## src/thc_pkg.sv

```systemverilog
// Shared types, constants and the arctangent table for the tilt-compensated heading block.
package thc_pkg;

  localparam int CORDIC_STAGES_DEF   = 16;
  localparam int ANGLE_FRAC_BITS_DEF = 13;
  localparam int ATAN_LEN            = 24;
  localparam int QUEUE_DEPTH         = 2;

  localparam int TW = 32;  // sine and cosine, Q30
  localparam int ZW = 34;  // reduced angles, Q30
  localparam int FW = 40;  // angles before reduction, Q30
  localparam int PW = 48;  // field times trig products
  localparam int VW = 50;  // horizontal components and vectoring datapath
  localparam int QW = 6;   // turn count estimate
  localparam int DW = 58;  // degree conversion product

  localparam logic signed [FW-1:0] PI_Q30      = 40'sd3373259426;
  localparam logic signed [FW-1:0] HALF_PI_Q30 = 40'sd1686629713;
  localparam logic signed [FW-1:0] TWO_PI_Q30  = 40'sd6746518852;
  localparam logic signed [TW-1:0] GAIN_Q30    = 32'sd652032874;
  localparam logic signed [23:0]   DEG_PER_RAD_Q16 = 24'sd3754936;

  typedef struct packed {
    logic                 req;
    logic signed [15:0]   fx;
    logic signed [15:0]   fy;
    logic signed [15:0]   fz;
    logic signed [ZW-1:0] zp;
    logic signed [ZW-1:0] zr;
    logic                 np;
    logic                 nr;
  } thc_item_t;

  typedef struct packed {
    logic               v;
    logic               req;
    logic signed [15:0] fx;
    logic signed [15:0] fy;
    logic signed [15:0] fz;
  } thc_side_t;

  typedef struct packed {
    logic                 v;
    logic                 req;
    logic                 zero;
    logic signed [ZW-1:0] zang;
  } thc_tail_t;

  function automatic logic [TW-1:0] atan_q30(input logic [4:0] idx);
    logic [TW-1:0] a;
    unique case (idx)
      5'd0:    a = 32'd843314857;
      5'd1:    a = 32'd497837829;
      5'd2:    a = 32'd263043837;
      5'd3:    a = 32'd133525159;
      5'd4:    a = 32'd67021687;
      5'd5:    a = 32'd33543516;
      5'd6:    a = 32'd16775851;
      5'd7:    a = 32'd8388437;
      5'd8:    a = 32'd4194283;
      5'd9:    a = 32'd2097149;
      5'd10:   a = 32'd1048576;
      5'd11:   a = 32'd524288;
      5'd12:   a = 32'd262144;
      5'd13:   a = 32'd131072;
      5'd14:   a = 32'd65536;
      5'd15:   a = 32'd32768;
      5'd16:   a = 32'd16384;
      5'd17:   a = 32'd8192;
      5'd18:   a = 32'd4096;
      5'd19:   a = 32'd2048;
      5'd20:   a = 32'd1024;
      5'd21:   a = 32'd512;
      5'd22:   a = 32'd256;
      5'd23:   a = 32'd128;
      default: a = '0;
    endcase
    return a;
  endfunction

endpackage

```

## src/thc_fifo.sv

```systemverilog
// Small register queue used between the front and back parts and at the result side.
module thc_fifo #(
  parameter int WIDTH = 8,
  parameter int DEPTH = thc_pkg::QUEUE_DEPTH
) (
  input  logic             clk,
  input  logic             rst_n,
  input  logic             push,
  input  logic [WIDTH-1:0] wdata,
  output logic             full,
  input  logic             pop,
  output logic [WIDTH-1:0] rdata,
  output logic             empty
);
  import thc_pkg::*;

  localparam int AW = (DEPTH > 1) ? $clog2(DEPTH) : 1;
  localparam int CW = $clog2(DEPTH + 1);

  logic [WIDTH-1:0] mem [DEPTH];
  logic [AW-1:0]    wr_ptr_r, rd_ptr_r;
  logic [CW-1:0]    cnt_r;
  logic             do_push, do_pop;

  assign full    = (cnt_r == CW'(DEPTH));
  assign empty   = (cnt_r == '0);
  assign do_push = push && !full;
  assign do_pop  = pop && !empty;
  assign rdata   = mem[rd_ptr_r];

  always_ff @(posedge clk) begin
    if (!rst_n) begin
      wr_ptr_r <= '0;
      rd_ptr_r <= '0;
      cnt_r    <= '0;
    end else begin
      if (do_push) begin
        wr_ptr_r <= (wr_ptr_r == AW'(DEPTH - 1)) ? '0 : wr_ptr_r + 1'b1;
      end
      if (do_pop) begin
        rd_ptr_r <= (rd_ptr_r == AW'(DEPTH - 1)) ? '0 : rd_ptr_r + 1'b1;
      end
      if (do_push && !do_pop) begin
        cnt_r <= cnt_r + 1'b1;
      end else if (do_pop && !do_push) begin
        cnt_r <= cnt_r - 1'b1;
      end
    end
  end

  always_ff @(posedge clk) begin
    if (do_push) begin
      mem[wr_ptr_r] <= wdata;
    end
  end

endmodule

```

## config.mk

```make
export PLATFORM = sky130hd
export DESIGN_NAME = thc_fifo
export DESIGN_NICKNAME = d
export VERILOG_FILES = /design/src/thc_pkg.sv /design/src/thc_fifo.sv
export SDC_FILE = /design/constraint.sdc
export NUM_CORES = 1
export LEC_CHECK = 0
export ABC_AREA = 1
export BUFFER_PORTS_ARGS = -buffer_cell sky130_fd_sc_hd__buf_4
export CORE_UTILIZATION = 44
export DETAILED_ROUTE_END_ITERATION = 10
export PLACE_DENSITY_LB_ADDON = 0.25
export RECOVER_POWER = 100
export REMOVE_ABC_BUFFERS = 1
export SKIP_CTS_REPAIR_TIMING = 1
export SYNTH_ARGS = -nofsm -noshare
export SYNTH_HDL_FRONTEND = slang
export SYNTH_SLANG_ARGS = --single-unit
```

## constraint.sdc

```tcl
create_clock -name clk -period 1.25 [get_ports clk]
set_input_delay 0.125 -clock clk [delete_from_list [all_inputs] [get_ports clk]]
set_output_delay 0.125 -clock clk [all_outputs]
set_load 0.03 [all_outputs]
```

## After elaboration in Yosys (flattened, before gate mapping)

Memories as Yosys holds them, arrays and structs flattened. A register that Yosys moved wholly into a read port is not among the register bits.
Index checks and enable logic that the tools add are counted.
Widths: inputs -> output; s select.

- RAM bits: 16
- Logic and storage cells: 27
- Output and inout port bits: 10
- Memories kept: 1
- Input bits: 12
- Register bits: 4

- Reductions and logical operators: 10
- Eq/ne operators: 1
- $add $sub $neg: 4
- Mux-type cells: 8

Memories:

| name | depth | bits a word | read ports | clocked after memory_dff | wr ports | RTL line | text |
|---|---|---|---|---|---|---|---|
| mem | 2 | 8 | 1 | 1 | 1 | thc_fifo.sv:20 | `logic [WIDTH-1:0] mem [DEPTH];` |

Operator list:

| cell | count |
|---|---|
| $mux 1 | 6 |
| $logic_and 1x1->1 | 4 |
| $logic_not 1->1 | 4 |
| $mux 2 | 2 |
| $add 1x1->1 const B | 2 |
| $add 2x1->2 const B | 1 |
| $eq 2x2->1 const B | 1 |
| $logic_not 2->1 | 1 |
| $reduce_bool 2->1 | 1 |
| $sub 2x1->2 const B | 1 |

## Longest topological paths before layout

- Word-level depth: 7
- Depth in mapped cells: 10
- Depth with buffers taken out: 10

## Worst setup path before layout

OpenSTA, ideal clock, no wires.

- Kind: register to register
- From: register cnt_r[0]
- To: register cnt_r[1]
- Period minus slack after synthesis: 1558 ps
- Buffers on the path: 0
- Data arrival time: 1495 ps
- Setup time: 64 ps
- Data required time: 1186 ps
- Stages on the path, launching flop included: 10
- Slack: -308 ps
- Path through: dfxtp_1 nor2_1 nor2_2 inv_1 ha_1 inv_1 nand3_1 nand2_1 inv_1 nor2_1

- Longest elaborated chain between the ends: 6
- Elaborated cells between the ends (all ways): 15
- Those cells by class: add/sub: 2; eq/ne: 1; mux: 2; reduce/logical: 10

RTL lines:

| element | RTL line | text |
|---|---|---|
| from (decl) | thc_fifo.sv:22 | `logic [CW-1:0] cnt_r;` |
| from (signal assigned) | thc_fifo.sv:44 | `cnt_r <= cnt_r + 1'b1;` |
| from (signal assigned) | thc_fifo.sv:46 | `cnt_r <= cnt_r - 1'b1;` |
| $logic_not 2->1 (*) | thc_fifo.sv:26 | `assign empty = (cnt_r == '0);` |
| net empty | thc_fifo.sv:13 | `output logic empty` |
| $logic_not 1->1 (*) | thc_fifo.sv:28 | `assign do_pop = pop && !empty;` |
| $logic_and 1x1->1 (*) | thc_fifo.sv:28 |  |
| $logic_not 1->1 | thc_fifo.sv:43 | `if (do_push && !do_pop) begin` |
| $logic_and 1x1->1 | thc_fifo.sv:43 |  |
| $mux 2 or $reduce_bool 2->1 (tied branches) | n/a |  |

Mark *: on every way through the listed nets, which the timed path passes. The rest lies on a longest branch. The select of a mux whose other input is x is not followed.
A chain may end at the register's enable or synchronous reset.

==> reports/results.tsv <==
metric	value	unit
setup_slack	-0.108	ns
finalCriticalPeriod	1.36	ns
clockBufferDepth	2	
slew-limit-headroom	88.3	%
nNetsFinal	119	
grt_pass1_wl	1860	microns
finalInstanceArea	0.00129	sq mm
ys_types	15	
path_clk_slew	0.11	ns
status	finished with violations	
wl_per_cell	10.8	microns
fp-row-count	15	
rrSetupSlack	-0.01	ns
finalCritPeriodShare	109	%
crit_arrival	1.23	ns
dr_total_vias	596	
vdd_drop_max	1.29	mV
pwr-share-clk	12.7	%
path_cells	buf_8, mux2_4, buf_6	
startpoint_type	register	
die_area	0.00205	sq mm
met2_wirelength	808	microns
comb_power_share	47.8	%
seqCellArea	587	sq um
drc	0	
multi_input_area	259	sq um
cts_tree	done	
switchingPower	845	uW
end_kind	output pin	
wl	1410	microns
hp-class	input pin to register	
routabilityCongestion	0.731	
worstPathMaxFanout	8	
cts_buffers	3	
syn_inst	63	
start_util	47.2	%
dp_hpwl	931	microns
placed_cell_area	0.00108	sq mm
die_w	45.3	microns
sequentialPowerShare	39.5	%
p_leak	0.000550	uW
required	1.12	ns
whs	0.0728	ns
antenna_found_initial	0	
slowest_delay	0.35	ns
synth_seq_cells	21	
layout_common_cells	edfxtp_1, buf_4, clkbuf_4, buf_6	
fmax	736	MHz
ctsRootBufferMaster	clkbuf_4	
final_util	74.0	%
nFillCells	121	
rsz0062_at_grt	yes	
failed_checks	negative setup slack	
setup_violations	9	
pre_cts_ws	-0.0794	ns
maxCapViolCount	0	
power.internal	1610	uW
slowest_stage	dfxtp_2	
dr.pass1.iters	4	
hold_viol	0	
ios	22	
yosys_warnings	0	
ys_seq_area_share	70.5	%
layout-drive-gt1-share	50.5	%
diodes	0	
drtIter0Drc	17	
grt_overflow	0	
synthToLayoutAreaGrowth	56.8	%
clock_skew	0.00410	ns
die_h	45.3	microns
synth_area_per_cell	13.1	sq um
port-buffer-count	21	
met1_length	536	microns
htreeDepth	1	
total_power	2460	uW
antenna_left	0	
route.met3.wl	48	microns
coreArea	0.00175	sq mm
vias_per_cell	4.58	
routed.top_layer	met4	
critPathKind	register to output pin	
power_density	1900	mW/mm^2
worst_slew_pin_slew	0.176	ns
final_max_slew_viol_count	0	
clk_latency	0.29	ns
swShare	34.4	%
grt_pass1_vias	525	
grt_use_total	13.6	%
numClockSinks	21	
grt_max_degree	12	
final_common_cell	edfxtp_1	
syn_area	823	sq um
-- metal layers --
metal  vias up  track usage [%]
li1        299                -
met1       282             12.1
met2        13             24.6
met3         2             5.60
met4         0             9.09
met5         -                0
-- critical path: cells and delay by family, from the launching register on --
kind / cells / cell delay (ns)
muxes: 1 / 0.31
buffers and inverters: 2 / 0.28
DFF: 1 / 0.35
-- layout make-up --
type,instances,area share [%]
sequential,21,45.4
timing repair buffer,39,27.4
multi-input combinational,32,20.1
inverter,9,2.62
tap,25,2.42
clock buffer,4,2.03
-- cell families after synthesis --
kind of cell | synth area share, %
flops | 70.5
mux | 10.9
simple gates | 9.42
buf+inv | 4.71
compound gates | 2.89
fa+ha+maj | 1.52
-- power groups by stage --
stage               registers (uW)  clock network (uW)  logic [uW]
floorplan                      969                   0         565
global placement               952                   0         954
detailed placement             959                   0         970
CTS                            943                 328         973
global route                   983                 352        1280
finish                         971                 312        1170
-- final timing paths --
kind / start / to / cells after the start
max: register / rdata[0] / 3
min: rst_n / cnt_r[1]$_SDFFE_PN0P_ / 3
max reg2reg: cnt_r[0]$_SDFFE_PN0P_ / cnt_r[1]$_SDFFE_PN0P_ / 9
min reg2reg: rd_ptr_r$_SDFFE_PN0P_ / rd_ptr_r$_SDFFE_PN0P_ / 2
-- synthesized netlist by cell type --
library cell / number / area [sq um]
mux2_2: 8 / 90.1
o21ai_2: 1 / 8.76
inv_2: 1 / 3.75
nand3_1: 1 / 5.00
nand2_1: 6 / 22.5
nand4_1: 1 / 6.26
edfxtp_1: 16 / 480
nor2_2: 1 / 6.26
o21ai_0: 2 / 10.0
a21oi_1: 1 / 5.00
inv_1: 8 / 30.0
nor2_1: 10 / 37.5
buf_2: 1 / 5.00
ha_1: 1 / 12.5
dfxtp_1: 5 / 100
-- through the flow --
| step | std cells | setup TNS (ns) |
|---|---|---|
| floorplan | 62 | -0.579 |
| global placement | 118 | -0.0492 |
| detailed placement | 118 | -0.146 |
| CTS | 122 | -1.70 |
| global route | 130 | -1.41 |
| finish | 130 | -0.855 |
-- registers in the layout (all words and copies together) (netlist names), named ones only --
register  count
mem          16
rd_ptr_r      1
wr_ptr_r      1
cnt_r         2
(Power assumes the default switching activity.)
