==> src/thc_pkg.sv <==
// Shared types, constants and the arctangent table for the tilt-compensated heading block.
package thc_pkg;

  localparam int CORDIC_STAGES_DEF   = 16;
  localparam int ANGLE_FRAC_BITS_DEF = 13;
  localparam int ATAN_LEN            = 24;
  localparam int QUEUE_DEPTH         = 2;

  localparam int TW = 32;  // sine and cosine, Q30
  localparam int ZW = 34;  // reduced angles, Q30
  localparam int FW = 40;  // angles before reduction, Q30
  localparam int PW = 48;  // field times trig products
  localparam int VW = 50;  // horizontal components and vectoring datapath
  localparam int QW = 6;   // turn count estimate
  localparam int DW = 58;  // degree conversion product

  localparam logic signed [FW-1:0] PI_Q30      = 40'sd3373259426;
  localparam logic signed [FW-1:0] HALF_PI_Q30 = 40'sd1686629713;
  localparam logic signed [FW-1:0] TWO_PI_Q30  = 40'sd6746518852;
  localparam logic signed [TW-1:0] GAIN_Q30    = 32'sd652032874;
  localparam logic signed [23:0]   DEG_PER_RAD_Q16 = 24'sd3754936;

  typedef struct packed {
    logic                 req;
    logic signed [15:0]   fx;
    logic signed [15:0]   fy;
    logic signed [15:0]   fz;
    logic signed [ZW-1:0] zp;
    logic signed [ZW-1:0] zr;
    logic                 np;
    logic                 nr;
  } thc_item_t;

  typedef struct packed {
    logic               v;
    logic               req;
    logic signed [15:0] fx;
    logic signed [15:0] fy;
    logic signed [15:0] fz;
  } thc_side_t;

  typedef struct packed {
    logic                 v;
    logic                 req;
    logic                 zero;
    logic signed [ZW-1:0] zang;
  } thc_tail_t;

  function automatic logic [TW-1:0] atan_q30(input logic [4:0] idx);
    logic [TW-1:0] a;
    unique case (idx)
      5'd0:    a = 32'd843314857;
      5'd1:    a = 32'd497837829;
      5'd2:    a = 32'd263043837;
      5'd3:    a = 32'd133525159;
      5'd4:    a = 32'd67021687;
      5'd5:    a = 32'd33543516;
      5'd6:    a = 32'd16775851;
      5'd7:    a = 32'd8388437;
      5'd8:    a = 32'd4194283;
      5'd9:    a = 32'd2097149;
      5'd10:   a = 32'd1048576;
      5'd11:   a = 32'd524288;
      5'd12:   a = 32'd262144;
      5'd13:   a = 32'd131072;
      5'd14:   a = 32'd65536;
      5'd15:   a = 32'd32768;
      5'd16:   a = 32'd16384;
      5'd17:   a = 32'd8192;
      5'd18:   a = 32'd4096;
      5'd19:   a = 32'd2048;
      5'd20:   a = 32'd1024;
      5'd21:   a = 32'd512;
      5'd22:   a = 32'd256;
      5'd23:   a = 32'd128;
      default: a = '0;
    endcase
    return a;
  endfunction

endpackage

==> src/thc_front.sv <==
// Front part: accepts input beats and reduces both angles into the CORDIC range.
module thc_front #(
  parameter int ANGLE_FRAC_BITS = thc_pkg::ANGLE_FRAC_BITS_DEF
) (
  input  logic               clk,
  input  logic               rst_n,
  input  logic               push,
  output logic               full,
  input  logic               in_req_type,
  input  logic signed [15:0] in_pitch_angle,
  input  logic signed [15:0] in_roll_angle,
  input  logic signed [15:0] in_field_x,
  input  logic signed [15:0] in_field_y,
  input  logic signed [15:0] in_field_z,
  output logic               mid_push,
  output thc_pkg::thc_item_t mid_item,
  input  logic               mid_full
);
  import thc_pkg::*;

  localparam int K = 30 - ANGLE_FRAC_BITS;
  localparam logic [63:0] RECIP   = (64'd1 << (24 + K)) / 64'd6746518852;
  localparam logic [15:0] RECIP16 = RECIP[15:0];

  function automatic logic signed [FW-1:0] wrap_mod(input logic [16:0] mag, input logic sgn,
                                                   input logic [QW-1:0] q);
    logic [FW-1:0] a;
    logic [FW-1:0] r;
    a = FW'(mag) << K;
    r = a - (FW'(q) * FW'(TWO_PI_Q30));
    if (r >= FW'(TWO_PI_Q30)) begin
      r = r - FW'(TWO_PI_Q30);
    end
    return sgn ? -$signed(r) : $signed(r);
  endfunction

  function automatic logic [ZW:0] fold(input logic signed [FW-1:0] z);
    logic signed [FW-1:0] zz;
    logic                 neg;
    zz  = z;
    neg = 1'b0;
    if (zz > PI_Q30) begin
      zz = zz - TWO_PI_Q30;
    end else if (zz < -PI_Q30) begin
      zz = zz + TWO_PI_Q30;
    end
    if (zz > HALF_PI_Q30) begin
      zz  = zz - PI_Q30;
      neg = 1'b1;
    end else if (zz < -HALF_PI_Q30) begin
      zz  = zz + PI_Q30;
      neg = 1'b1;
    end
    return {neg, zz[ZW-1:0]};
  endfunction

  logic ce;
  logic f1_v_r, f2_v_r, f3_v_r;

  logic signed [16:0] pe, re;
  logic [16:0]        pm, rm;
  logic [33:0]        pprod, rprod;

  logic               f1_req_r;
  logic signed [15:0] f1_fx_r, f1_fy_r, f1_fz_r;
  logic [16:0]        f1_pm_r, f1_rm_r;
  logic               f1_ps_r, f1_rs_r;
  logic [QW-1:0]      f1_pq_r, f1_rq_r;

  logic                 f2_req_r;
  logic signed [15:0]   f2_fx_r, f2_fy_r, f2_fz_r;
  logic signed [FW-1:0] f2_zp_r, f2_zr_r;

  logic [ZW:0] pfold, rfold;
  thc_item_t   f3_item_r;

  assign ce       = !(f3_v_r && mid_full);
  assign full     = !ce;
  assign mid_push = f3_v_r && !mid_full;
  assign mid_item = f3_item_r;

  assign pe    = 17'(in_pitch_angle);
  assign re    = 17'(in_roll_angle);
  assign pm    = pe[16] ? 17'(-pe) : 17'(pe);
  assign rm    = re[16] ? 17'(-re) : 17'(re);
  assign pprod = 34'(pm) * 34'(RECIP16);
  assign rprod = 34'(rm) * 34'(RECIP16);
  assign pfold = fold(f2_zp_r);
  assign rfold = fold(f2_zr_r);

  always_ff @(posedge clk) begin
    if (!rst_n) begin
      f1_v_r <= 1'b0;
      f2_v_r <= 1'b0;
      f3_v_r <= 1'b0;
    end else if (ce) begin
      f1_v_r <= push;
      f2_v_r <= f1_v_r;
      f3_v_r <= f2_v_r;
    end
  end

  always_ff @(posedge clk) begin
    if (ce) begin
      f1_req_r <= in_req_type;
      f1_fx_r  <= in_field_x;
      f1_fy_r  <= in_field_y;
      f1_fz_r  <= in_field_z;
      f1_pm_r  <= pm;
      f1_rm_r  <= rm;
      f1_ps_r  <= pe[16];
      f1_rs_r  <= re[16];
      f1_pq_r  <= pprod[24 +: QW];
      f1_rq_r  <= rprod[24 +: QW];

      f2_req_r <= f1_req_r;
      f2_fx_r  <= f1_fx_r;
      f2_fy_r  <= f1_fy_r;
      f2_fz_r  <= f1_fz_r;
      f2_zp_r  <= wrap_mod(f1_pm_r, f1_ps_r, f1_pq_r);
      f2_zr_r  <= wrap_mod(f1_rm_r, f1_rs_r, f1_rq_r);

      f3_item_r.req <= f2_req_r;
      f3_item_r.fx  <= f2_fx_r;
      f3_item_r.fy  <= f2_fy_r;
      f3_item_r.fz  <= f2_fz_r;
      f3_item_r.zp  <= pfold[ZW-1:0];
      f3_item_r.np  <= pfold[ZW];
      f3_item_r.zr  <= rfold[ZW-1:0];
      f3_item_r.nr  <= rfold[ZW];
    end
  end

endmodule

==> config.mk <==
export PLATFORM = sky130hd
export DESIGN_NAME = thc_front
export DESIGN_NICKNAME = d
export VERILOG_FILES = /design/src/thc_pkg.sv /design/src/thc_front.sv
export SDC_FILE = /design/constraint.sdc
export NUM_CORES = 1
export LEC_CHECK = 0
export BUFFER_PORTS_ARGS = -buffer_cell sky130_fd_sc_hd__buf_4
export CAP_MARGIN = 20
export CORE_MARGIN = 10
export CORE_UTILIZATION = 30
export CTS_CLUSTER_DIAMETER = 80
export DETAILED_ROUTE_END_ITERATION = 7
export PLACE_DENSITY_LB_ADDON = 0.08
export SYNTH_ARGS = -nofsm -noshare
export SYNTH_HDL_FRONTEND = slang
export SYNTH_SLANG_ARGS = --single-unit
==> constraint.sdc <==
create_clock -name clk -period 10.3 [get_ports clk]
set_input_delay 0.515 -clock clk [delete_from_list [all_inputs] [get_ports clk]]
set_output_delay 0.515 -clock clk [all_outputs]
set_load 0.01 [all_outputs]
After elaboration in Yosys (flattened, before gate mapping)

Cells that the tools add are included.

Bits in registers: 340
Input port bits: 85
Output and inout bits: 121
Word-level logic and storage cells: 78

Add/sub/neg operators: 16
Multipliers: 4
Magnitude comparators: 10
Multiplexer cells: 18
Reductions and logical operators: 3

Operator list:

| cell                     | number |
|---|---|
| $mux W40                 | 10 |
| $mux W34                 | 4 |
| $add A40 B34 Y40 const B | 2 |
| $ge A40 B33 Y1 const B   | 2 |
| $gt A40 B32 Y1 const B   | 2 |
| $gt A40 B33 Y1 const B   | 2 |
| $lt A40 B32 Y1 const B   | 2 |
| $lt A40 B33 Y1 const B   | 2 |
| $neg A40 Y40             | 2 |
| $sub A40 B34 Y40 const B | 2 |
| $sub A36 B34 Y37 const B | 2 |
| $sub A34 B35 Y36         | 2 |
| $add A34 B33 Y34 const B | 2 |
| $sub A34 B33 Y34 const B | 2 |
| $mul A2 B31 Y33 const B  | 2 |
| $mul A17 B9 Y26 const B  | 2 |
| $mux W17                 | 2 |
| $neg A16 Y17             | 2 |
| $logic_and A1 B1 Y1      | 2 |
| $mux W1                  | 2 |
| $logic_not A1 Y1         | 1 |

Longest topological paths before layout

Word-level depth: 7
Mapped depth: 25
Mapped depth without buffers: 24

Least setup slack after synthesis

OpenSTA, ideal clock, no wires.

Path kind: input-to-reg
Start point: input port mid_full
End point: register f3_v_r
Setup time: 0.126 ns
Arrival time: 9.158 ns
Data required time: 10.174 ns
Slack: 1.016 ns
Stages: 3
Buffers on the path: 0
Cells stage by stage: nand2_1 inv_1 o21a_1

Longest elaborated chain between the ends: 1

RTL lines:

| what                 | RTL line        | text |
|---|---|---|
| start, declared      | thc_front.sv:17 | `input logic mid_full` |
| $logic_and A1 B1 Y1  | thc_front.sv:77 | `assign ce = !(f3_v_r && mid_full);` |
| via full             | thc_front.sv:8  | `output logic full,` |
| end signal, assigned | thc_front.sv:99 | `f3_v_r <= f2_v_r;` |
| end, declared        | thc_front.sv:58 | `logic f1_v_r, f2_v_r, f3_v_r;` |

The timed path passes the listed nets, and every way through them passes these cells.
A chain may end at the register's enable or synchronous reset.

Worst setup path after layout

Start point: register f1_pq_r[0]
End point: register f2_zp_r[32], data pin

Longest elaborated chain between the ends: 7
Elaborated cells on any way between the ends: 8
Classes of those cells: add/sub: 3; mul: 1; order compare: 1; mux: 3

RTL lines:

| what                                                      | RTL line                         | text |
|---|---|---|
| start, declared                                           | thc_front.sv:68                  | `logic [QW-1:0] f1_pq_r, f1_rq_r;` |
| start signal, assigned                                    | thc_front.sv:113                 | `f1_pq_r <= pprod[24 +: QW];` |
| $mul A2 B31 Y33 (*)                                       | thc_front.sv:30                  | `r = a - (FW'(q) * FW'(TWO_PI_Q30));` |
| $sub A34 B35 Y36 (*)                                      | thc_front.sv:30                  |  |
| $sub A36 B34 Y37 / $ge A40 B33 Y1 (equally long branches) | thc_front.sv:32, thc_front.sv:31 |  |
| $mux W40 (*)                                              | thc_front.sv:31                  | `if (r >= FW'(TWO_PI_Q30)) begin` |
| $mux W40 (*)                                              | thc_front.sv:104                 | `if (ce) begin` |
| $neg A40 Y40                                              | thc_front.sv:34                  | `return sgn ? -$signed(r) : $signed(r);` |
| $mux W40 (*)                                              | thc_front.sv:34                  |  |
| end signal, assigned                                      | thc_front.sv:120                 | `f2_zp_r <= wrap_mod(f1_pm_r, f1_ps_r, f1_pq_r);` |
| end, declared                                             | thc_front.sv:72                  | `logic signed [FW-1:0] f2_zp_r, f2_zr_r;` |

Mark *: on every way between the ends. The rest lies on a longest branch, timed or not. The select of a mux whose other input is x is not followed.

==> results.md <==
- The chip width is 333 microns.
- The first global-routing pass estimated 148000 microns of wire.
- The number of setup buffers added after CTS is 0.
- The final routed wirelength across all metal layers is 93100 microns.
- The post-synthesis cell count is 3123.
- By area the synthesized netlist is led by edfxtp_1 34%, ha_1 8.3%, xnor2_1 5.9%.
- Relative to the synthesized area, the layout overhead comes to 13.8%.
- The register clock-pin slew on the reported worst setup and hold paths is 0.06 ns.
- For this run, the number of Yosys warnings is 0.
- Counting flops with a built-in enable in the synthesized netlist gives 329.
- The setup TNS is 0 ns.
- The synthesized netlist occupies a cell area of 29300 sq um.
- The slew at the pin with the worst max-slew slack is 1.09 ns.
- The final weighted congestion of routability-driven global placement is 0.879.
- For the worst-skew pair, the clock arrives at the later sink with an insertion delay of 0.58 ns.
- The initial antenna violation count was 1.
- The dominant synthesized flop cell is edfxtp_1.
- The initial standard-cell utilization of the core is 0.303.
- On the critical path, the stage with the largest delay is an instance of ha_1.
- The required time at the endpoint of the critical path is 10.62 ns.
- Across the run, the number of max-cap violations was 0.
- The maximum number of buffers from clock root to sink is 3.
- The top fanout value on the critical path is 28.
- After legalization and detailed placement, the total HPWL measured 72900 microns.
- The clock tree root buffer cell is clkbuf_16.
- The via count of the routed design is 25149.
- In the finished design, the share of the clock period the worst path needs comes to 0.748.
- The most common cell type on the critical path is ha_1.
- The largest clock skew in the final design is 0.0179 ns.
- The maximum number of pins on one net before global-route repair is 174.
- In the global route stage, overall resource usage came out at 0.163.
- The number of slew-limit violations in the final report is 0.
- Summing all placed instances gives a cell area of 31900 sq um.
- The final antenna-violating net count is 0.
- For the worst setup path, the data arrival time is 8.02 ns.
- The largest delay contributor family on the critical path is simple AND/OR/NAND/NOR gates.
- The average footprint of a synthesized cell is 9.38 sq um.
- After synthesis, the share of flip-flops with an asynchronous set or reset is 0.
- Of the cells placed in the final design, the portion with a size suffix greater than 1 is 0.125.
- The share of synthesized area in the top cell type comes to 0.337.
- The path type of the worst setup path is reg -> reg.
- The number of resized instances in the post-cts repair step is 0.
- The net count of the finished layout is 3560.
- The post-synthesis sequential element count is 332.
- The finished cells cover 33400 sq um.
- The power per cell area is 297 nW/um^2.
- Global routing finished with a remaining overflow of 0.
- Setup repair after global routing left no endpoint under its margin.
- The number of global-route vias before repair is 24980.
- The TritonCTS buffer count is 44.
- The element type at the critical path start is a flip-flop.
- CTS saw 332 sinks.
- The reported leakage power is 12.7 nW.
- The quantity of hold-fixing buffers added after cts is 0.
- The final-report setup violation count is 0.
- In this run the tool buffered the top-level ports with 203 buffer cells.
- The worst pin sits at a relative slew slack of 0.275.
- The area enclosed by the die boundary is 111000 sq um.
- STA classifies the critical path endpoint as a flip-flop.
- Row generation in the floorplan step produced 114 rows.
- The leading cell type in the layout, fill and taps excluded is edfxtp_1.
- The routed length per placed instance is 20.5 microns.
- The largest voltage drop on the vdd net is 0.000113 V.
- The H-tree was split into 2 levels.
- The largest single stage delay on the critical path is 0.90 ns.
- After the first detailed-routing iteration, the DRC count stood at 2077.
- The height of the die is 333 microns.
- The length of the first detailed-routing pass in iterations is 5.
- The number of primary I/O pins is 206.
- The detailed-route vias per instance is 5.54.
- The total count of hold-check failures in the final report is 0.
- The number of buffers and inverters on the critical path is 1.
- The number of antenna diodes in the final layout is 0.
- The sequential share of the synthesized area is 0.339.
- The number of distinct library cell variants in the gate-level netlist after synthesis is 118.
- For this run, design rule violations remaining after detail routing come to 0.
- The design draws 9.90 mW.
- The TritonCTS clock tree is built.
- The signal on the critical path passes through inv_1, ha_1, ha_1, and4_1, a221oi_1, xnor2_1, nor3_1, nand4_1, o31ai_1, and3_1, nor2_2, nor2_1, xnor2_1, ha_1, nand2_1, or4_1, or3_1, nand2b_1, o31ai_1, xor2_1.
- Summed over all instances, the cell type with the most area after synthesis is edfxtp_1.
- The path type of the worst min-delay path is in -> reg.
- The area of the core region is 96900 sq um.
- The routed design could run at a clock period as short as 7.71 ns.
- The run finished with clean final reports.
- Based on the critical path, the design can be clocked at up to 130 MHz.
- The library cells used most frequently in the layout, excluding fill and tap cells, are 329 x edfxtp_1, 230 x buf_4, 216 x nand2_1.
## cell type report
type | instances | area (sq um)
Fill cell | 9934 | 63500
Sequential cell | 332 | 9940
Tap cell | 1276 | 1600
Clock inverter | 26 | 284
Timing Repair Buffer | 233 | 1760
Clock buffer | 49 | 1120
Inverter | 162 | 608
Multi-Input combinational cell | 2464 | 18000
## metal layers
layer  up-vias  part of all wire  GRT usage
met2       798              0.44      0.255
li1      12280                 -          -
met1     11950              0.47      0.226
met5         -           0.00014          0
met3       119             0.061     0.0324
met4         2             0.022     0.0428
## logic make-up (layout without fill, tap and decap cells)
family	count (synthesis)	in the layout	share of synthesized area
AND/OR/NAND/NOR	1028	1028	0.189
AO/OA/AOI/OAI	919	919	0.230
buffers and inverters	335	470	0.0465
flip-flops	332	332	0.339
XOR/XNOR	246	246	0.0735
adder cells (fa/ha/maj)	238	238	0.113
multiplexers	23	23	0.00816
other	2	10	0.000256
## per-stage QoR
step	utilization	hold WS (ns)	setup WS (ns)	cells
6_report	0.344	0.106	2.59	4542
2_1_floorplan	-	0.400	1.02	3131
3_5_place_dp	0.330	0.405	2.57	4465
5_1_grt	0.344	0.0527	1.95	4542
3_3_place_gp	0.330	0.401	2.77	4465
4_1_cts	0.344	0.0399	2.58	4540
## synthesized netlist by cell type, types with 15 or more instances
library cell  number
a31oi_1           52
inv_1            161
nor3_1            96
a21oi_1          137
nor2b_1           25
o22ai_1           26
nand3_1           86
xor2_1            48
a31o_2            20
fa_1              44
nor2_1           185
nand2b_1          34
and3_1            41
xnor2_1          198
o21ai_0          166
a32oi_1           17
or4_1             24
o31ai_1           32
nand4_1           56
ha_1             194
buf_2             36
nand2_1          217
and2_1            36
o21a_1            39
a21o_1            49
or2_2             24
a211oi_1          39
a311oi_1          15
mux2i_1           16
clkbuf_1         118
and4_1            29
edfxtp_1         329
o41ai_1           21
o211ai_1          43
a211o_1           21
or3_1             37
nor4_1            55
## power breakdown
group / internal [mW] / switching, mW
Sequential: 2.04 / 0.482
Clock: 0.907 / 0.589
Combinational: 2.32 / 3.55
Total: 5.27 / 4.62
## registers in the layout, summed over array words and instances (netlist names)
signal / count
f2_zp_r: 38
f3_v_r: 1
f1_req_r: 1
f1_fx_r: 16
f1_pq_r: 2
f2_v_r: 1
f1_rs_r: 1
f2_fy_r: 16
f2_zr_r: 38
f2_fx_r: 16
mid_item: 115
f1_fz_r: 16
f2_req_r: 1
f1_fy_r: 16
f1_v_r: 1
f1_rm_r: 17
f2_fz_r: 16
f1_rq_r: 2
f1_pm_r: 17
f1_ps_r: 1
## path summary, 6_finish.rpt
kind | start | endpoint | slack, ns | cells past startpoint
max reg2reg | f1_pq_r[0] | f2_zp_r[32] | 2.59 | 20
max | f1_pq_r[0] | f2_zp_r[32] | 2.59 | 20
min | in_field_y[3] | f1_fy_r[3] | 0.11 | 1
min reg2reg | f1_fz_r[4] | f2_fz_r[4] | 0.41 | 0
## worst reg2reg max path, stage by stage, from the launching register on
cell and delay (ns):
edfxtp_1 0.56, inv_1 0.37, ha_1 0.90, ha_1 0.57, and4_1 0.34, a221oi_1 0.69, xnor2_1 0.39, nor3_1 0.45
nand4_1 0.14, o31ai_1 0.48, and3_1 0.35, nor2_2 0.12, nor2_1 0.12, xnor2_1 0.16, ha_1 0.29, nand2_1 0.08
or4_1 0.46, or3_1 0.44, nand2b_1 0.19, o31ai_1 0.26, xor2_1 0.10
(Power assumes the default switching activity.)
